$ cat src/rtl/vn2o_pkg.sv
// Shared constants, types and tables for the 2-D fractal value noise block.
// Holds the permutation table, the per-octave-count reciprocals and all field widths.
// Depends on nothing; every other file takes names from here by scope.
package vn2o_pkg;

	localparam int unsigned MAX_OCTAVES = 8;
	localparam int unsigned TABLE_SIZE  = 256;

	localparam int unsigned COORD_W    = 24;
	localparam int unsigned FREQ_W     = 24;
	localparam int unsigned SEED_W     = 8;
	localparam int unsigned OCTCNT_W   = 4;
	localparam int unsigned NOISE_W    = 16;
	localparam int unsigned SCALED_W   = 32;
	localparam int unsigned LAT_W      = 8;
	localparam int unsigned FRAC_W     = 16;
	localparam int unsigned OCT_VAL_W  = 24;
	localparam int unsigned NORM_SHIFT = 8;

	localparam int unsigned CFG_IDX_W  = 2;
	localparam int unsigned CFG_DATA_W = 24;

	localparam logic [SEED_W-1:0]   SEED_RESET   = 8'd5;
	localparam logic [FREQ_W-1:0]   FREQ_RESET   = 24'd6554;
	localparam logic [OCTCNT_W-1:0] OCTCNT_RESET = 4'd4;

	// 3.0 in Q2.16, the constant term of the smoothstep polynomial
	localparam logic [FRAC_W+1:0] FADE_THREE = 18'd196608;

	typedef enum logic [CFG_IDX_W-1:0] {
		REG_SEED         = 2'd0,
		REG_FREQUENCY    = 2'd1,
		REG_OCTAVE_COUNT = 2'd2
	} cfg_reg_t;

	// floor((2^32 - 1) / (2^d - 1)) for d = 0 .. 16; d = 0 is never used
	localparam int unsigned RECIP_SHIFT = 32;
	localparam int unsigned RECIP_W     = 32;
	localparam int unsigned RECIP_DEPTH = 17;
	localparam int unsigned RIDX_W      = 5;
	localparam logic [RECIP_W-1:0] RECIP [RECIP_DEPTH] = '{
		32'h00000000, 32'hFFFFFFFF, 32'h55555555, 32'h24924924,
		32'h11111111, 32'h08421084, 32'h04104104, 32'h02040810,
		32'h01010101, 32'h00804020, 32'h00401004, 32'h00200400,
		32'h00100100, 32'h00080040, 32'h00040010, 32'h00020004,
		32'h00010001
	};

	localparam logic [LAT_W-1:0] PERM [TABLE_SIZE] = '{
		8'd208, 8'd34,  8'd231, 8'd213, 8'd32,  8'd248, 8'd233, 8'd56,
		8'd161, 8'd78,  8'd24,  8'd140, 8'd71,  8'd48,  8'd140, 8'd254,
		8'd245, 8'd255, 8'd247, 8'd247, 8'd40,  8'd185, 8'd248, 8'd251,
		8'd245, 8'd28,  8'd124, 8'd204, 8'd204, 8'd76,  8'd36,  8'd1,
		8'd107, 8'd28,  8'd234, 8'd163, 8'd202, 8'd224, 8'd245, 8'd128,
		8'd167, 8'd204, 8'd9,   8'd92,  8'd217, 8'd54,  8'd239, 8'd174,
		8'd173, 8'd102, 8'd193, 8'd189, 8'd190, 8'd121, 8'd100, 8'd108,
		8'd167, 8'd44,  8'd43,  8'd77,  8'd180, 8'd204, 8'd8,   8'd81,
		8'd70,  8'd223, 8'd11,  8'd38,  8'd24,  8'd254, 8'd210, 8'd210,
		8'd177, 8'd32,  8'd81,  8'd195, 8'd243, 8'd125, 8'd8,   8'd169,
		8'd112, 8'd32,  8'd97,  8'd53,  8'd195, 8'd13,  8'd203, 8'd9,
		8'd47,  8'd104, 8'd125, 8'd117, 8'd114, 8'd124, 8'd165, 8'd203,
		8'd181, 8'd235, 8'd193, 8'd206, 8'd70,  8'd180, 8'd174, 8'd0,
		8'd167, 8'd181, 8'd41,  8'd164, 8'd30,  8'd116, 8'd127, 8'd198,
		8'd245, 8'd146, 8'd87,  8'd224, 8'd149, 8'd206, 8'd57,  8'd4,
		8'd192, 8'd210, 8'd65,  8'd210, 8'd129, 8'd240, 8'd178, 8'd105,
		8'd228, 8'd108, 8'd245, 8'd148, 8'd140, 8'd40,  8'd35,  8'd195,
		8'd38,  8'd58,  8'd65,  8'd207, 8'd215, 8'd253, 8'd65,  8'd85,
		8'd208, 8'd76,  8'd62,  8'd3,   8'd237, 8'd55,  8'd89,  8'd232,
		8'd50,  8'd217, 8'd64,  8'd244, 8'd157, 8'd199, 8'd121, 8'd252,
		8'd90,  8'd17,  8'd212, 8'd203, 8'd149, 8'd152, 8'd140, 8'd187,
		8'd234, 8'd177, 8'd73,  8'd174, 8'd193, 8'd100, 8'd192, 8'd143,
		8'd97,  8'd53,  8'd145, 8'd135, 8'd19,  8'd103, 8'd13,  8'd90,
		8'd135, 8'd151, 8'd199, 8'd91,  8'd239, 8'd247, 8'd33,  8'd39,
		8'd145, 8'd101, 8'd120, 8'd99,  8'd3,   8'd186, 8'd86,  8'd99,
		8'd41,  8'd237, 8'd203, 8'd111, 8'd79,  8'd220, 8'd135, 8'd158,
		8'd42,  8'd30,  8'd154, 8'd120, 8'd67,  8'd87,  8'd167, 8'd135,
		8'd176, 8'd183, 8'd191, 8'd253, 8'd115, 8'd184, 8'd21,  8'd233,
		8'd58,  8'd129, 8'd233, 8'd142, 8'd39,  8'd128, 8'd211, 8'd118,
		8'd137, 8'd139, 8'd255, 8'd114, 8'd20,  8'd218, 8'd113, 8'd154,
		8'd27,  8'd127, 8'd246, 8'd250, 8'd1,   8'd8,   8'd198, 8'd250,
		8'd209, 8'd92,  8'd222, 8'd173, 8'd21,  8'd88,  8'd102, 8'd219
	};

endpackage

$ cat src/rtl/vn2o_sum.sv
// Weighted octave sum: one shift-and-add stage per octave (Horner form).
// Depends on vn2o_pkg for the octave value width.
module vn2o_sum #(
	parameter  int unsigned MAX_OCT = vn2o_pkg::MAX_OCTAVES,
	localparam int unsigned DW      = $clog2(MAX_OCT + 1),
	localparam int unsigned VW      = vn2o_pkg::OCT_VAL_W,
	localparam int unsigned ACC_W   = VW + MAX_OCT
) (
	input  logic                         clk,
	input  logic                         arst_n,
	input  logic                         en,
	input  logic                         vld_in,
	input  logic [MAX_OCT-1:0][VW-1:0]   n_in,
	input  logic [DW-1:0]                d,
	output logic                         vld_out,
	output logic [ACC_W-1:0]             acc_out
);

	logic [ACC_W-1:0]           acc_s [MAX_OCT];
	logic [MAX_OCT-1:0][VW-1:0] nv_s  [MAX_OCT];
	logic                       vld_s [MAX_OCT];

	for (genvar j = 0; j < MAX_OCT; j++) begin : g_stage
		logic [ACC_W-1:0]           acc_prev;
		logic [MAX_OCT-1:0][VW-1:0] nv_prev;
		logic                       vld_prev;

		if (j == 0) begin : g_first
			assign acc_prev = '0;
			assign nv_prev  = n_in;
			assign vld_prev = vld_in;
		end else begin : g_next
			assign acc_prev = acc_s[j-1];
			assign nv_prev  = nv_s[j-1];
			assign vld_prev = vld_s[j-1];
		end

		always_ff @(posedge clk or negedge arst_n) begin
			if (!arst_n) begin
				vld_s[j] <= 1'b0;
			end else if (en) begin
				vld_s[j] <= vld_prev;
			end
		end

		// octaves past the active count leave the sum alone
		always_ff @(posedge clk) begin
			if (en) begin
				nv_s[j]  <= nv_prev;
				acc_s[j] <= (DW'(j) < d)
					? ({acc_prev[ACC_W-2:0], 1'b0} + ACC_W'(nv_prev[j]))
					: acc_prev;
			end
		end
	end

	assign vld_out = vld_s[MAX_OCT-1];
	assign acc_out = acc_s[MAX_OCT-1];

endmodule

$ cat config.mk
export PLATFORM = sky130hd
export DESIGN_NAME = vn2o_sum
export DESIGN_NICKNAME = d
export VERILOG_FILES = /design/src/rtl/vn2o_pkg.sv /design/src/rtl/vn2o_sum.sv
export SDC_FILE = /design/constraint.sdc
export NUM_CORES = 1
export LEC_CHECK = 0
export BUFFER_PORTS_ARGS = -buffer_cell sky130_fd_sc_hd__clkbuf_2
export CAP_MARGIN = 15
export CORE_AREA = 5 5 295 297
export DETAILED_ROUTE_END_ITERATION = 8
export DIE_AREA = 0 0 300 302
export PLACE_DENSITY = 0.65
export SLEW_MARGIN = 40
export SYNTH_ARGS = -nofsm -noshare
export SYNTH_HDL_FRONTEND = slang
export SYNTH_SLANG_ARGS = --single-unit
$ cat constraint.sdc
create_clock -name clk -period 2.8 [get_ports clk]
set_clock_uncertainty 0.05 [all_clocks]
set_input_delay 0.14 -clock clk [delete_from_list [all_inputs] [get_ports clk]]
set_output_delay 0.14 -clock clk [all_outputs]
set_load 0.01 [all_outputs]
==> metrics.cfg, run 1 <==
[final_layout]
drive_gt1_share_pct=27.4
instances_no_fill=4477
finalNetCount=3681
final_area_um2=49400
areaGrowthSynthToFinish_pct=28.9
n_fill_cell=6353
finish.utilization_pct=58.6

[routing]
drtIter0Drc=1469
ant_nets=0
post_drt_wl_per_cell_um=17.7
vias_per_cell=5.14
vias=23027
first_pass_iters=7
routed_wl_um=79100
drt_drc_violations_left=0

[floorplanning]
num_rows=107
die_area_um2=90600
core_um2=84300
die_height_um=302
initial_core_util_pct=45.4
ioPinCount=233
die_x_um=300

[logic_synthesis]
synth_cell_types=80
ys_seq_area_share_pct=71.7
yosysMostFrequentCell=edfxtp_1
yosysTopAreaCell=edfxtp_1
synth_common_cells=908 x edfxtp_1, 231 x nand2_1, 161 x ha_1
syn_avg_cell_area_um2=15.0
syn_inst=2556
ys.flop_type=edfxtp_1
netlist_area_um2=38300
yosys_warnings=0
ys_seq_elements=916
synth_nets=2924
synth_top_area_share_pct=71.1
async_flop_share_pct=0.873
yosys-top-cells-area=edfxtp_1 71%, ha_1 5.3%, nand2_1 2.3%
synth_edf_count=908

[worst_setup_path]
arrival_ns=3.41
reg2reg_from=acc_s[1][64]
cpMaxStageDelayCell=edfxtp_1
max_stage_delay_ns=0.37
critPathKind=register to register
r2r-end=acc_s[1][123]
path_cells=ha_2 > inv_2 > fa_2 > nor2b_2 > o31a_1 > o2111ai_2 > a2111oi_2 > buf_4 > o21ai_2 > a311o_1 > a21oi_2 > xnor2_1 > a21oi_1
rr_worst_depth=13
setup.worst_path.end_class=register
cp.buffers_inverters=2
rrSetupSlack_ns=-0.28
critPathCapture=acc_s[1][123]
critPathMaxFanout=4
path_delay_family=compound AO/OA/AOI/OAI gates
start_kind=register
critical_path_required_ns=3.13
crit_start=acc_s[1][64]
cp.depth=13

[timing]
max_slew_margin_pct=43.4
hold_violations=0
layout_min_cycle_time_ns=3.08
maxSlewViolCount=0
finalSetupViolations=34
max_freq_mhz=325
worstMarginPinSlew_ns=0.842
period_share_pct=110
rsz0062_at_grt=yes
finalSetupTns_ns=-4.02
finalWorstSetupSlack_ns=-0.277
fin_hold_ws_ns=0.130

[global_route]
grt_max_degree=80
overflow=0
grt_pass1_wl_um=124000
groute.usage.overall_pct=17.1
grt_pass1_vias=23993
antenna_found_initial=1

[cts]
htree_num_levels=3
clock_latency_ns=0.67
clock_path_buffers=3
cts_tree=yes
numCtsBuffers=94
cts.sink_count=916
clk_pin_slew_ns=0.06
cts_root_buf=clkbuf_16

[place]
place_area_um2=42700
preCtsSetupSlack_ns=-0.456
dp_cells=4052
hpwl_um=53300
port_buffers=232
routabilityCongestion=0.850

[pwr]
p_leak_nw=18.8
power_density_nw_per_um2=790
power.total_mw=39.0
irDropWorstVdd_mv=0.529

[run_status]
outcome=complete, but fails checks
violations=setup timing

[run]
maxCapViolCount=0

[worst_hold_path]
worstHoldPathType=input port to register

-- worst min path at each step --
stage                                     end      start  slack [ns]  depth (start not counted)
after global placement                vld_out     arst_n       -0.06                          1
after floorplan           g_stage[1].vld_prev     arst_n       -0.21                          0
final                            nv_s[0][145]  n_in[145]        0.13                          2
after CTS                        nv_s[0][170]  n_in[170]        0.09                          2
after detailed placement              vld_out     arst_n       -0.05                          1
after global routing             nv_s[0][174]  n_in[174]        0.10                          2
-- layout make-up --
cell class | count | area (µm²) | share of cell area [%]
flip-flops and latches | 916 | 27500 | 55.6
multi-input cells | 1498 | 11400 | 23.1
repair buffers | 747 | 5830 | 11.8
clock buffers | 109 | 2410 | 4.88
well taps | 1090 | 1360 | 2.76
clock inverters | 59 | 678 | 1.37
inverters | 56 | 210 | 0.426
diodes | 2 | 5.00 | 0.0101
-- repair_timing --
item,in CTS,in global routing
hold endpoints to repair,244,0
pin swaps,105,137
hold buffers,196,0
buffers inserted,37,41
gates resized for setup,118,116
endpoints found under the setup margin,76,99
-- metal layers --
metal	vias up	part of all wire, %	global-route usage (%)
li1	11263	-	-
met1	11013	40	20.4
met2	563	52	31.1
met3	188	3.8	2.63
met4	0	3.8	7.02
met5	-	0	0
-- report_power, final --
group          switching (mW)  internal [mW]
combinational            4.55           4.44
sequential              0.774           16.9
clock                    5.09           7.22
total                    10.4           28.6
-- layout by cell type, fill, tap and decap left out, drive strengths merged, types with 21 or more instances in the layout --
| cell type | instances |
|---|---|
| ha | 161 |
| mux2 | 33 |
| nand2 | 231 |
| edfxtp | 908 |
| a211oi | 21 |
| xnor2 | 94 |
| nand3 | 31 |
| a21o | 79 |
| o21ai | 194 |
| xor2 | 64 |
| o21bai | 24 |
| dlygate4sd3 | 196 |
| a31oi | 28 |
| inv | 60 |
| and3 | 22 |
| clkbuf | 340 |
| a21oi | 157 |
| nor2 | 108 |
| clkinv | 41 |
| nor2b | 37 |
| buf | 320 |
-- sequential cells by signal, indices dropped and copies added (netlist names) --
name,cells
vld_out,1
nv_s,672
acc_s,236
g_stage.vld_prev,7
-- cells by family after synthesis --
group / count (synthesis) / synth area share, %
buffers and inverters: 142 / 1.76
AOI/OAI and AO/OA: 611 / 10.0
and+or+nand+nor: 528 / 6.37
xor gates and xnor gates: 158 / 3.61
DFF: 916 / 71.7
adders and majority gates: 168 / 5.62
muxes: 33 / 0.970
(Power assumes the default switching activity.)
==> inputs of run 2 (changes only) <==
Settings changed: PLACE_DENSITY 0.65 to not set.
Clock period 2.8 ns to 3.5 ns, I/O delays scaled along.
==> metrics.cfg, run 2 (synthesis gave the netlist of run 1 again) <==
[routing]
top_layer=met5
route.met2.wl_um=37500  ; -8.8%
vias=21669  ; -5.9%
vias_per_cell=5.15  ; +0.12%
post_drt_wl_per_cell_um=17.4  ; -1.4%
first_pass_iters=5  ; -2
met3_length_um=2920  ; -3.6%
drt_drc_violations_left=0  ; unchanged
routed_wl_um=73300  ; -7.3%
drt-met1-wl_um=30300  ; -4.8%
drtIter0Drc=1422  ; -3.2%
ant_nets=0  ; unchanged

[worst_setup_path]
start_kind=register
path_delay_family=compound AO/OA/AOI/OAI gates
critPathMaxFanout=3  ; -1
max_stage_delay_ns=0.40  ; +0.03 ns
cp.buffers_inverters=2  ; unchanged
rr_worst_depth=13  ; unchanged
critPathKind=register to register
reg2reg_from=acc_s[1][64]
r2r-end=acc_s[1][117]
arrival_ns=3.70  ; +0.29 ns
cpMaxStageDelayCell=edfxtp_1
rrSetupSlack_ns=0.13  ; +0.41 ns
path_cells=ha_1 > inv_1 > fa_1 > nor2b_2 > o31a_1 > o2111ai_2 > a2111oi_4 > buf_4 > or2_1 > a2111oi_2 > o21bai_1 > xor2_1 > mux2_2
setup.worst_path.end_class=register
critical_path_required_ns=3.84  ; +0.71 ns

[pwr]
p_sw_mw=7.70  ; -26%
internal_power_mw=22.0  ; -23%
clock_power_share_pct=34.0  ; +2.4 points
p_seq_share_pct=47.6  ; +2.2 points
irDropWorstVdd_mv=0.407  ; -23%
comb_power_share_pct=18.5  ; -4.5 points
p_leak_nw=17.4  ; -7.7%
switching_share_pct=25.9  ; -0.76 points
power_density_nw_per_um2=643  ; -19%

[final_layout]
diodes=0  ; -2
largest_reg_flops=672  ; unchanged
drive_gt1_share_pct=15.6  ; -12 points
finalNetCount=3412  ; -7.3%
layout_commonest_cell=edfxtp_1
n_fill_cell=6688  ; +5.3%
regMostFlops=nv_s
layout_common_cells=908 x edfxtp_1, 231 x nand2_1, 231 x clkbuf_2
areaGrowthSynthToFinish_pct=20.4

[worst_hold_path]
hold_depth=2  ; unchanged
min_from=n_in[175]
worstHoldPathType=input port to register
min_to=nv_s[0][175]

[cts]
clk_pin_slew_ns=0.06  ; about the same
htree_num_levels=3  ; unchanged
clock_latency_ns=0.66  ; about the same
clock_path_buffers=3  ; unchanged
postCtsSetupBuffers=0  ; -100%
cts_tree=yes
cts.sink_count=916  ; unchanged
numCtsBuffers=96  ; +2.1%
cts_root_buf=clkbuf_16

[floorplanning]
die_x_um=300  ; unchanged
die_height_um=302  ; unchanged
core_um2=84300  ; unchanged
die_area_um2=90600  ; unchanged
num_rows=107  ; unchanged
ioPinCount=233  ; unchanged
initial_core_util_pct=45.4  ; unchanged

[place]
port_buffers=232  ; unchanged
routabilityCongestion=0.867  ; +1.9%
hpwl_um=51000  ; -4.3%

[timing]
rsz0062_at_grt=no
finalSetupTns_ns=0  ; +4.02 ns
fin_hold_ws_ns=0.181  ; +0.0509 ns
finalSetupViolations=0  ; -100%
layout_min_cycle_time_ns=3.37  ; +0.289 ns
hold_violations=0  ; unchanged
period_share_pct=96.2  ; -14 points
max_slew_margin_pct=50.2  ; +6.8 points
max_freq_mhz=297  ; -8.6%
maxSlewViolCount=0  ; unchanged
worstMarginPinSlew_ns=0.747  ; -0.0949 ns

[global_route]
groute.usage.overall_pct=16.1  ; -1.0 points
antenna_found_initial=1  ; unchanged
grt_max_degree=96  ; +20%
grt_pass1_wl_um=116000  ; -6.4%
grt_pass1_vias=22452  ; -6.4%
overflow=0  ; unchanged

[run_status]
outcome=finished, final reports clean

[run]
maxCapViolCount=0  ; unchanged

-- run 2: changes by cell type in the layout (fill, tap and decap cells not counted), sizes merged --
cell | previous run | this run
clkinvlp | 3 | 5
buf | 320 | 49
diode | 2 | 0
clkbuf | 340 | 345
clkinv | 41 | 38
-- run 2: power by group through the flow --
stage	clock network (mW)	registers (mW)	logic [mW]
after floorplan	0	14.1	3.94
after global placement	0	14.3	5.13
after detailed placement	0	14.4	5.24
after CTS	10.4	14.1	5.44
after global routing	10.9	14.2	6.12
final	10.1	14.1	5.48
-- run 2: area by class of cell --
class / instances / area, µm² / share of cell area (%)
clock inverter: 58 / 628 / 1.36
timing repair buffer: 476 / 3660 / 7.92
clock buffer: 114 / 2530 / 5.49
tap: 1090 / 1360 / 2.96
sequential: 916 / 27500 / 59.5
inverter: 56 / 210 / 0.456
multi-input combinational: 1498 / 10300 / 22.3
-- run 2: how the worst max path moves through the flow --
stage / slack [ns] / startpoint / depth (start not counted) / end
5_1_grt: 0.004 / acc_s[1][64] / 13 / acc_s[1][117]
3_3_place_gp: 0.21 / acc_s[1][64] / 13 / acc_s[1][117]
4_1_cts: 0.04 / acc_s[0][32] / 12 / acc_s[0][91]
3_5_place_dp: 0.05 / acc_s[0][32] / 12 / acc_s[0][91]
2_1_floorplan: 0.47 / acc_s[0][0] / 11 / acc_s[0][57]
6_report: 0.13 / acc_s[1][64] / 13 / acc_s[1][117]
-- run 2: timing repair --
item	in CTS	in global routing
hold buffers	196	0
resized for setup	0	11
hold endpoints to repair	225	0
setup endpoints to repair	0	8
-- run 2: stage by stage --
stage	setup WS, ns	total power, mW	utilization [%]	std cells	area (µm²)
floorplan	0.473	18.0	-	2556	38300
global placement	0.208	19.5	48.6	3840	41000
detailed placement	0.0546	19.6	48.6	3840	41000
CTS	0.0370	30.0	54.6	4208	46100
global route	0.00434	31.3	54.7	4208	46100
finish	0.134	29.7	54.7	4208	46100
-- run 2: per-layer routing --
| layer | track usage [%] | up-vias |
|---|---|---|
| met5 | 0 | - |
| met4 | 6.03 | 2 |
| met1 | 19.4 | 10314 |
| met3 | 2.92 | 157 |
| met2 | 29.0 | 464 |
| li1 | - | 10732 |
