File: src/rtl/vn2o_pkg.sv
// Shared constants, types and tables for the 2-D fractal value noise block.
// Holds the permutation table, the per-octave-count reciprocals and all field widths.
// Depends on nothing; every other file takes names from here by scope.
package vn2o_pkg;

	localparam int unsigned MAX_OCTAVES = 8;
	localparam int unsigned TABLE_SIZE  = 256;

	localparam int unsigned COORD_W    = 24;
	localparam int unsigned FREQ_W     = 24;
	localparam int unsigned SEED_W     = 8;
	localparam int unsigned OCTCNT_W   = 4;
	localparam int unsigned NOISE_W    = 16;
	localparam int unsigned SCALED_W   = 32;
	localparam int unsigned LAT_W      = 8;
	localparam int unsigned FRAC_W     = 16;
	localparam int unsigned OCT_VAL_W  = 24;
	localparam int unsigned NORM_SHIFT = 8;

	localparam int unsigned CFG_IDX_W  = 2;
	localparam int unsigned CFG_DATA_W = 24;

	localparam logic [SEED_W-1:0]   SEED_RESET   = 8'd5;
	localparam logic [FREQ_W-1:0]   FREQ_RESET   = 24'd6554;
	localparam logic [OCTCNT_W-1:0] OCTCNT_RESET = 4'd4;

	// 3.0 in Q2.16, the constant term of the smoothstep polynomial
	localparam logic [FRAC_W+1:0] FADE_THREE = 18'd196608;

	typedef enum logic [CFG_IDX_W-1:0] {
		REG_SEED         = 2'd0,
		REG_FREQUENCY    = 2'd1,
		REG_OCTAVE_COUNT = 2'd2
	} cfg_reg_t;

	// floor((2^32 - 1) / (2^d - 1)) for d = 0 .. 16; d = 0 is never used
	localparam int unsigned RECIP_SHIFT = 32;
	localparam int unsigned RECIP_W     = 32;
	localparam int unsigned RECIP_DEPTH = 17;
	localparam int unsigned RIDX_W      = 5;
	localparam logic [RECIP_W-1:0] RECIP [RECIP_DEPTH] = '{
		32'h00000000, 32'hFFFFFFFF, 32'h55555555, 32'h24924924,
		32'h11111111, 32'h08421084, 32'h04104104, 32'h02040810,
		32'h01010101, 32'h00804020, 32'h00401004, 32'h00200400,
		32'h00100100, 32'h00080040, 32'h00040010, 32'h00020004,
		32'h00010001
	};

	localparam logic [LAT_W-1:0] PERM [TABLE_SIZE] = '{
		8'd208, 8'd34,  8'd231, 8'd213, 8'd32,  8'd248, 8'd233, 8'd56,
		8'd161, 8'd78,  8'd24,  8'd140, 8'd71,  8'd48,  8'd140, 8'd254,
		8'd245, 8'd255, 8'd247, 8'd247, 8'd40,  8'd185, 8'd248, 8'd251,
		8'd245, 8'd28,  8'd124, 8'd204, 8'd204, 8'd76,  8'd36,  8'd1,
		8'd107, 8'd28,  8'd234, 8'd163, 8'd202, 8'd224, 8'd245, 8'd128,
		8'd167, 8'd204, 8'd9,   8'd92,  8'd217, 8'd54,  8'd239, 8'd174,
		8'd173, 8'd102, 8'd193, 8'd189, 8'd190, 8'd121, 8'd100, 8'd108,
		8'd167, 8'd44,  8'd43,  8'd77,  8'd180, 8'd204, 8'd8,   8'd81,
		8'd70,  8'd223, 8'd11,  8'd38,  8'd24,  8'd254, 8'd210, 8'd210,
		8'd177, 8'd32,  8'd81,  8'd195, 8'd243, 8'd125, 8'd8,   8'd169,
		8'd112, 8'd32,  8'd97,  8'd53,  8'd195, 8'd13,  8'd203, 8'd9,
		8'd47,  8'd104, 8'd125, 8'd117, 8'd114, 8'd124, 8'd165, 8'd203,
		8'd181, 8'd235, 8'd193, 8'd206, 8'd70,  8'd180, 8'd174, 8'd0,
		8'd167, 8'd181, 8'd41,  8'd164, 8'd30,  8'd116, 8'd127, 8'd198,
		8'd245, 8'd146, 8'd87,  8'd224, 8'd149, 8'd206, 8'd57,  8'd4,
		8'd192, 8'd210, 8'd65,  8'd210, 8'd129, 8'd240, 8'd178, 8'd105,
		8'd228, 8'd108, 8'd245, 8'd148, 8'd140, 8'd40,  8'd35,  8'd195,
		8'd38,  8'd58,  8'd65,  8'd207, 8'd215, 8'd253, 8'd65,  8'd85,
		8'd208, 8'd76,  8'd62,  8'd3,   8'd237, 8'd55,  8'd89,  8'd232,
		8'd50,  8'd217, 8'd64,  8'd244, 8'd157, 8'd199, 8'd121, 8'd252,
		8'd90,  8'd17,  8'd212, 8'd203, 8'd149, 8'd152, 8'd140, 8'd187,
		8'd234, 8'd177, 8'd73,  8'd174, 8'd193, 8'd100, 8'd192, 8'd143,
		8'd97,  8'd53,  8'd145, 8'd135, 8'd19,  8'd103, 8'd13,  8'd90,
		8'd135, 8'd151, 8'd199, 8'd91,  8'd239, 8'd247, 8'd33,  8'd39,
		8'd145, 8'd101, 8'd120, 8'd99,  8'd3,   8'd186, 8'd86,  8'd99,
		8'd41,  8'd237, 8'd203, 8'd111, 8'd79,  8'd220, 8'd135, 8'd158,
		8'd42,  8'd30,  8'd154, 8'd120, 8'd67,  8'd87,  8'd167, 8'd135,
		8'd176, 8'd183, 8'd191, 8'd253, 8'd115, 8'd184, 8'd21,  8'd233,
		8'd58,  8'd129, 8'd233, 8'd142, 8'd39,  8'd128, 8'd211, 8'd118,
		8'd137, 8'd139, 8'd255, 8'd114, 8'd20,  8'd218, 8'd113, 8'd154,
		8'd27,  8'd127, 8'd246, 8'd250, 8'd1,   8'd8,   8'd198, 8'd250,
		8'd209, 8'd92,  8'd222, 8'd173, 8'd21,  8'd88,  8'd102, 8'd219
	};

endpackage

File: src/rtl/vn2o_div.sv
// Normalizing divide by 256 * (2^d - 1) through a reciprocal and one correction.
// Three register stages; depends on vn2o_pkg for the reciprocal table.
module vn2o_div #(
	parameter  int unsigned MAX_OCT = vn2o_pkg::MAX_OCTAVES,
	localparam int unsigned DW      = $clog2(MAX_OCT + 1),
	localparam int unsigned ACC_W   = vn2o_pkg::OCT_VAL_W + MAX_OCT
) (
	input  logic                          clk,
	input  logic                          arst_n,
	input  logic                          en,
	input  logic                          vld_in,
	input  logic [ACC_W-1:0]              acc,
	input  logic [DW-1:0]                 d,
	output logic                          vld_out,
	output logic [vn2o_pkg::NOISE_W-1:0]  q
);

	localparam int unsigned QW = vn2o_pkg::NOISE_W;
	localparam int unsigned AW = ACC_W - vn2o_pkg::NORM_SHIFT;
	localparam int unsigned PW = AW + vn2o_pkg::RECIP_W;

	logic [AW-1:0] a;
	logic [PW-1:0] prod_s1;
	logic [AW-1:0] a_s1, a_s2, qd, r, dm;
	logic [QW-1:0] q_est, q_s2, q_s3;
	logic [AW-1:0] qd_s2;
	logic          fix;
	logic          vld_s1, vld_s2, vld_s3;

	assign a = acc[ACC_W-1:vn2o_pkg::NORM_SHIFT];

	always_ff @(posedge clk or negedge arst_n) begin
		if (!arst_n) begin
			vld_s1 <= 1'b0;
			vld_s2 <= 1'b0;
			vld_s3 <= 1'b0;
		end else if (en) begin
			vld_s1 <= vld_in;
			vld_s2 <= vld_s1;
			vld_s3 <= vld_s2;
		end
	end

	// estimate is the true quotient or one below it
	assign q_est = prod_s1[vn2o_pkg::RECIP_SHIFT +: QW];
	assign qd    = (AW'(q_est) << d) - AW'(q_est);
	assign r     = a_s2 - qd_s2;
	assign dm    = (AW'(1) << d) - AW'(1);
	assign fix   = (d != '0) && (r >= dm);

	always_ff @(posedge clk) begin
		if (en) begin
			a_s1    <= a;
			prod_s1 <= PW'(a) * PW'(vn2o_pkg::RECIP[vn2o_pkg::RIDX_W'(d)]);
			a_s2    <= a_s1;
			q_s2    <= q_est;
			qd_s2   <= qd;
			q_s3    <= (d == '0) ? '0 : q_s2 + QW'(fix);
		end
	end

	assign vld_out = vld_s3;
	assign q       = q_s3;

endmodule

File: config.mk
export PLATFORM = sky130hd
export DESIGN_NAME = vn2o_div
export DESIGN_NICKNAME = d
export VERILOG_FILES = /design/src/rtl/vn2o_pkg.sv /design/src/rtl/vn2o_div.sv
export SDC_FILE = /design/constraint.sdc
export NUM_CORES = 1
export LEC_CHECK = 0
export BUFFER_PORTS_ARGS = -buffer_cell sky130_fd_sc_hd__buf_2
export CORE_MARGIN = 2
export CORE_UTILIZATION = 60
export CTS_BUF_LIST = sky130_fd_sc_hd__clkbuf_16
export DETAILED_ROUTE_END_ITERATION = 12
export MAX_ROUTING_LAYER = met4
export PLACE_DENSITY = 0.8
export SYNTH_ARGS = -nofsm -noshare
export SYNTH_HDL_FRONTEND = slang
export SYNTH_SLANG_ARGS = --single-unit
File: constraint.sdc
create_clock -name clk -period 4.7 [get_ports clk]
set_input_delay 0.94 -clock clk [delete_from_list [all_inputs] [get_ports clk]]
set_output_delay 0.94 -clock clk [all_outputs]
set_load 0.05 [all_outputs]
==> run summary, run 1 <==
Mux cell area share after synthesis -> 0.0128
Reg area -> 0.00368 mm^2
DRC -> 0
Finished Core Util -> 0.761
Simple-Gate Fraction of Synth Area -> 0.140
RePlAce Congestion -> 1.03
Adder-Cell Fraction of Synth Area -> 0.517
Total power -> 26.6 mW
Gate Count Post-Synth -> 3,113
Clk_skew -> 0.0223 ns
Pin slew with the least headroom to its limit -> 1.20 ns
Peak supply drop -> 2670 uV
Multi-input logic area -> 0.0238 mm^2
Max cap viols -> 0
Via/cell ratio -> 5.70
Post-synth ARST share -> 0.0244
Leakage power -> 18.5 nW
Slowest CP cell -> fa_1
Die W -> 225 um
Pins Over Slew Limit -> 0
Drt first pass iters -> 6
Final Worst Setup Slack -> -3.30 ns
Clk buf depth -> 2
Synth Area in Compound Gates -> 0.0610
H-tree Lvls -> 4
Unrepaired setup endpoints after global routing -> true
Outcome -> finished, violations left
Critical Path End Type -> register
ANT nets after route -> 0
Post-Syn Nets -> 3,992
Warning count from the yosys run -> 0
Number of global-route vias before repair -> 26,300
DP Wirelength -> 83.7 mm
CTS Sinks -> 123
Synthesized flop and latch total -> 123
Worst Path Required -> 4.91 ns
IO Port Bufs -> 48
Clock transition at the registers of the reported paths -> 0.08 ns
Max Freq -> 125 MHz
Gr usage total -> 0.429
Post-Synth XOR/XNOR Area -> 0.0250
Synthesized area per cell -> 9.45 um^2
Crit path kind -> in -> reg
Final setup fails -> 31
Main flop type after synthesis -> edfxtp_1
Largest family of logic cells by synthesized area -> adder cells
Routed len/inst -> 24.0 um
Period utilization -> 1.70
Crit-path max FO -> 6
First-pass GRT wire length -> 155 mm
Cell area after layout -> 0.0370 mm^2
Hold Buf Count CTS -> 0
Core area -> 0.0486 mm^2
FILL cells -> 3,375
Die ar. -> 0.0508 mm^2
Initial antenna violation count -> 6
Failing checks -> negative setup slack
Detailed Route WL -> 102 mm
Root Driver -> clkbuf_16
Post-synth EDFFs -> 120
Slew headroom -> 0.203
Die Ht -> 225 um
Power per cell area -> 720 mW/mm^2
Io pins -> 57
Area grow syn2layout -> 25.9%
Clock Latency Late Sink -> 0.45 ns
Fin nets -> 4,491
Hold crit path type -> in -> async
Num CTS Buffers -> 17
Netlist cell types -> 75
Initial drt markers -> 2,226
Final hold violation count -> 0
Worst Setup Start Kind -> input port
CP arrival -> 8.21 ns
Initial core utilization -> 0.604
Dpl ws -> -4.08 ns
Placed cell areas -> 0.0344 mm^2
Most used cell, CP -> fa_1
Largest net degree at the start of global routing -> 88
Fin Setup TNS -> -54.58 ns
Row cnt -> 81
Routed vias -> 24,300
Sequential area share after synthesis -> 0.125
Total grt overflow -> 0
TritonCTS clock tree -> built
Synthesized area -> 0.0294 mm^2
Final worst path period need -> 8.00 ns
CP max stage delay -> 0.55 ns
Layout cells sized above 1 -> 0.269
==> worst paths after layout <==
check | endpoint | start | cells past startpoint | slack, ns
max | prod_s1[37]$_DFFE_PP_ | d[0] | 33 | -3.30
min | vld_s1$_DFFE_PN0P_ | arst_n | 1 | 0.29
max reg2reg | q[11]$_SDFFCE_PN0P_ | a_s2[0]$_DFFE_PP_ | 30 | -0.47
min reg2reg | a_s2[15]$_DFFE_PP_ | a_s1[15]$_DFFE_PP_ | 0 | 0.42
max in group asynchronous | vld_out$_DFFE_PN0P_ | arst_n | 1 | 4.31
min in group clk | a_s2[15]$_DFFE_PP_ | a_s1[15]$_DFFE_PP_ | 0 | 0.42
==> area by class of cell <==
cell class / instances / share of cell area
Timing Repair Buffer: 606 / 0.139
Inverter: 794 / 0.0809
Clock buffer: 17 / 0.0115
Sequential cell: 123 / 0.0994
Tap cell: 622 / 0.0210
Multi-Input combinational cell: 2070 / 0.643
Clock inverter: 15 / 0.00453
Antenna cell: 7 / 0.000473
==> cells in the mapped netlist (5+ instances only) <==
master    number  area share
clkbuf_1     109       0.014
nor3b_1        7      0.0018
a21o_1        36      0.0092
o21ai_0       53      0.0090
nand4_1       10      0.0021
o22ai_1        5      0.0011
and3_1        20      0.0043
mux2_2        10      0.0038
mux2i_1       16      0.0054
nand2b_1      14      0.0030
nor2_1        88       0.011
o21bai_1      11      0.0028
inv_1        793        0.10
fa_1         628        0.43
nand3_1       33      0.0056
nor4_1         5      0.0011
and2_1       248       0.053
edfxtp_1     120        0.12
a21oi_1       84       0.014
a211oi_1      12      0.0031
a31oi_1        9      0.0019
xnor2_1       57       0.017
or2_2          5      0.0011
xor2_1        27      0.0080
nand2_1      345       0.044
o21ai_1        6      0.0010
ha_1         211       0.090
o21a_1        18      0.0046
nor2b_1       13      0.0028
buf_2         11      0.0019
nor3_1        29      0.0049
==> metal layers <==
metal	GRT usage	vias up	wire, um
met1	0.519	12200	37300
met2	0.682	1271	48600
met3	0.0785	379	8740
li1	-	10400	-
met5	-	-	0
met4	0.243	0	7480
==> registers in the layout, summed over array words and instances (netlist names) <==
name	flops
vld_s1	1
a_s1	24
vld_s2	1
q	16
q_s2	16
prod_s1	16
a_s2	24
qd_s2	24
vld_out	1
==> layout by cell type (no fill, tap or decap), types with 17 or more instances in the layout <==
cell / instances
a21o_1: 32
edfxtp_1: 120
a21oi_1: 49
a21oi_2: 24
inv_1: 736
nand3_1: 22
fa_1: 587
buf_4: 479
buf_6: 40
nor2_1: 75
o21ai_0: 41
ha_1: 173
o21a_1: 18
xnor2_1: 49
clkbuf_16: 18
inv_2: 54
nor3_1: 24
xor2_1: 24
ha_4: 33
and3_1: 17
nand2_1: 320
buf_2: 44
fa_2: 41
buf_12: 39
and2_1: 223
and2_4: 24
==> report_power, final <==
group	total, mW	switching [mW]	internal [mW]	leakage (nW)
clock network	1.33	0.614	0.715	0.289
logic	23.2	12.5	10.7	17.0
registers	2.10	0.262	1.84	1.21
total	26.6	13.4	13.3	18.5
==> per-stage QoR <==
step                hold WS (ns)  cells
finish                     0.289   4254
global route               0.287   4253
CTS                        0.276   4227
detailed placement         0.405   4145
global placement           0.401   4145
floorplan                  0.400   3113
==> cells by family after synthesis <==
family | after synthesis
buffers and inverters | 920
adders and majority gates | 839
and+or+nand+nor | 835
AOI/OAI and AO/OA | 279
DFF | 123
xor gates and xnor gates | 84
muxes | 33
==> timing repair <==
action | 4_1_cts | 5_1_grt
setup endpoints to repair | 32 | 35
setup buffers | 55 | 22
hold endpoints to repair | 0 | 0
gates cloned | 2 | 1
pin swaps | 151 | 144
gates resized for setup | 231 | 120
==> critical path, delay by kind of cell <==
family	cells	cell delay, ns
and+or+nand+nor	5	0.80
xor gates and xnor gates	1	0.12
AOI/OAI and AO/OA	5	0.86
adders and majority gates	9	4.12
buffers and inverters	13	1.34
(Power assumes the default switching activity.)
==> inputs of run 2 (changes only) <==
--- a/config.mk
+++ b/config.mk
@@ -6,12 +6,14 @@
 export NUM_CORES = 1
 export LEC_CHECK = 0
 export BUFFER_PORTS_ARGS = -buffer_cell sky130_fd_sc_hd__buf_2
+export CELL_PAD_IN_SITES_DETAIL_PLACEMENT = 0
+export CELL_PAD_IN_SITES_GLOBAL_PLACEMENT = 1
 export CORE_MARGIN = 2
-export CORE_UTILIZATION = 60
+export CORE_UTILIZATION = 47
 export CTS_BUF_LIST = sky130_fd_sc_hd__clkbuf_16
 export DETAILED_ROUTE_END_ITERATION = 12
 export MAX_ROUTING_LAYER = met4
-export PLACE_DENSITY = 0.8
+export PLACE_DENSITY_LB_ADDON = 0.1
 export SYNTH_ARGS = -nofsm -noshare
 export SYNTH_HDL_FRONTEND = slang
 export SYNTH_SLANG_ARGS = --single-unit
==> run 2 against run 1 <==
The run still ends with negative setup slack left. Die area rose by 27%. Sequential share of layout area fell by 0.12 points. Fmax rose by 0.35%. Sequential power barely moved. Clock-buffer cell count did not move. Critical path depth fell by 1. Non-clock buffer count rose by 22. Routed wire length rose by 3.4%. Setup slack improved by 0.028 ns. Highest routed layer unchanged.
==> run summary, run 2 (synthesis results as in run 1) <==
Slew headroom -> 0.508
CTS Sinks -> 123
R2R depth -> 30
DP Wirelength -> 88.8 mm
Total power -> 26.4 mW
Largest regs -> a_s1 (24), a_s2 (24), qd_s2 (24)
Core area -> 0.0618 mm^2
Num CTS Buffers -> 17
FILL cells -> 5,397
H-tree Lvls -> 4
Leakage power -> 18.7 nW
Most frequent cells in the layout -> inv_1, fa_1, buf_4, nand2_1, and2_1
Die W -> 254 um
Area grow syn2layout -> 27.4%
Max cap viols -> 0
Fin nets -> 4,513
Detailed Route WL -> 106 mm
Clk_skew -> 0.0189 ns
Power per cell area -> 704 mW/mm^2
Failing checks -> negative setup slack
Final setup fails -> 31
Pins Over Slew Limit -> 0
RePlAce Congestion -> 1.00
Worst Setup Start Kind -> input port
Outcome -> finished, violations left
Launching point of the worst reg2reg path -> a_s2[0]$_DFFE_PP_
Layout cells sized above 1 -> 0.269
FF-to-FF setup slack -> -0.58 ns
Clock transition at the registers of the reported paths -> 0.06 ns
Row cnt -> 91
Clock Latency Late Sink -> 0.44 ns
Die ar. -> 0.0646 mm^2
Largest net degree at the start of global routing -> 69
Crit path kind -> in -> reg
Hold_ws -> 0.285 ns
Hold crit path type -> in -> async
Period utilization -> 1.70
CP endpoint -> prod_s1[47]$_DFFE_PP_
TritonCTS clock tree -> built
Initial core utilization -> 0.476
Pin slew with the least headroom to its limit -> 0.737 ns
Final hold violation count -> 0
DRC -> 0
Max Freq -> 125 MHz
Via/cell ratio -> 5.22
Gr usage total -> 0.350
Final worst path period need -> 7.97 ns
ANT nets after route -> 0
Crit-path max FO -> 11
Initial antenna violation count -> 4
Slowest CP cell -> fa_2
Routed vias -> 23,400
Total grt overflow -> 0
IO Port Bufs -> 48
Fin Setup TNS -> -55.54 ns
Root Driver -> clkbuf_16
Most common cell after layout, fill and taps aside -> inv_1
Die Ht -> 254 um
Critical Path End Type -> register
Worst Path Required -> 4.88 ns
Unrepaired setup endpoints after global routing -> true
CP arrival -> 8.16 ns
CP max stage delay -> 0.62 ns
Number of global-route vias before repair -> 25,800
Initial drt markers -> 1,639
First-pass GRT wire length -> 159 mm
Clk buf depth -> 2
Drt first pass iters -> 8
Final Worst Setup Slack -> -3.27 ns
Crit path launch -> d[0]
Worst reg2reg endpoint -> q[11]$_SDFFCE_PN0P_
Routed len/inst -> 23.5 um
Peak supply drop -> 1770 uV
Io pins -> 57
## run 2: repair_timing
item | in CTS | in global routing
pin swaps | 141 | 139
buffers inserted | 50 | 23
hold buffers | 0 | 0
gates resized for setup | 196 | 109
gates cloned | 1 | 2
endpoints found under the setup margin | 32 | 36
## run 2: cell type report
type | instances | area, um^2 | share of cell area
Clock buffer | 17 | 425 | 0.0114
Timing Repair Buffer | 628 | 5450 | 0.146
Antenna cell | 3 | 7.51 | 0.000200
Tap cell | 837 | 1050 | 0.0280
Sequential cell | 123 | 3680 | 0.0982
Clock inverter | 15 | 220 | 0.00588
Multi-Input combinational cell | 2070 | 23600 | 0.631
Inverter | 794 | 2990 | 0.0799
## run 2: report_power, final
group / leakage, nW / internal [mW] / switching, mW / total (mW)
sequential: 1.21 / 1.84 / 0.257 / 2.10
clock: 0.314 / 0.906 / 0.554 / 1.46
combinational: 17.2 / 10.6 / 12.2 / 22.8
## run 2: per-stage QoR
step	utilization	instances	worst slack, ns	area [um^2]
2_1_floorplan	-	3113	-3.01	30000
3_3_place_gp	0.566	4382	-3.98	35000
6_report	0.606	4487	-3.27	37500
5_1_grt	0.606	4487	-3.42	37500
4_1_cts	0.595	4462	-3.17	36800
3_5_place_dp	0.566	4382	-4.05	35000
## run 2: layer usage
| metal | track usage | vias up | wire, um |
|---|---|---|---|
| li1 | - | 10400 | - |
| met1 | 0.436 | 12000 | 42000 |
| met2 | 0.583 | 766 | 51700 |
| met3 | 0.0412 | 201 | 6410 |
| met4 | 0.145 | 0 | 5470 |
| met5 | - | - | 0 |
## run 2: how the worst min path moves through the flow
stage / from / to / slack, ns / cells after the start
floorplan: a_s1[0]$_DFFE_PP_ / a_s2[0]$_DFFE_PP_ / 0.40 / 0
global placement: a_s1[4]$_DFFE_PP_ / a_s2[4]$_DFFE_PP_ / 0.40 / 0
detailed placement: a_s1[15]$_DFFE_PP_ / a_s2[15]$_DFFE_PP_ / 0.40 / 0
CTS: arst_n / vld_out$_DFFE_PN0P_ / 0.27 / 1
global route: arst_n / vld_out$_DFFE_PN0P_ / 0.27 / 1
finish: arst_n / vld_out$_DFFE_PN0P_ / 0.28 / 1
## run 2: worst max-delay path, delay by kind of cell
kind / cells / cell delay [ns]
buffers and inverters: 12 / 1.41
AOI/OAI and AO/OA: 6 / 1.03
adders and majority gates: 9 / 4.00
xor gates and xnor gates: 1 / 0.13
and+or+nand+nor: 4 / 0.59
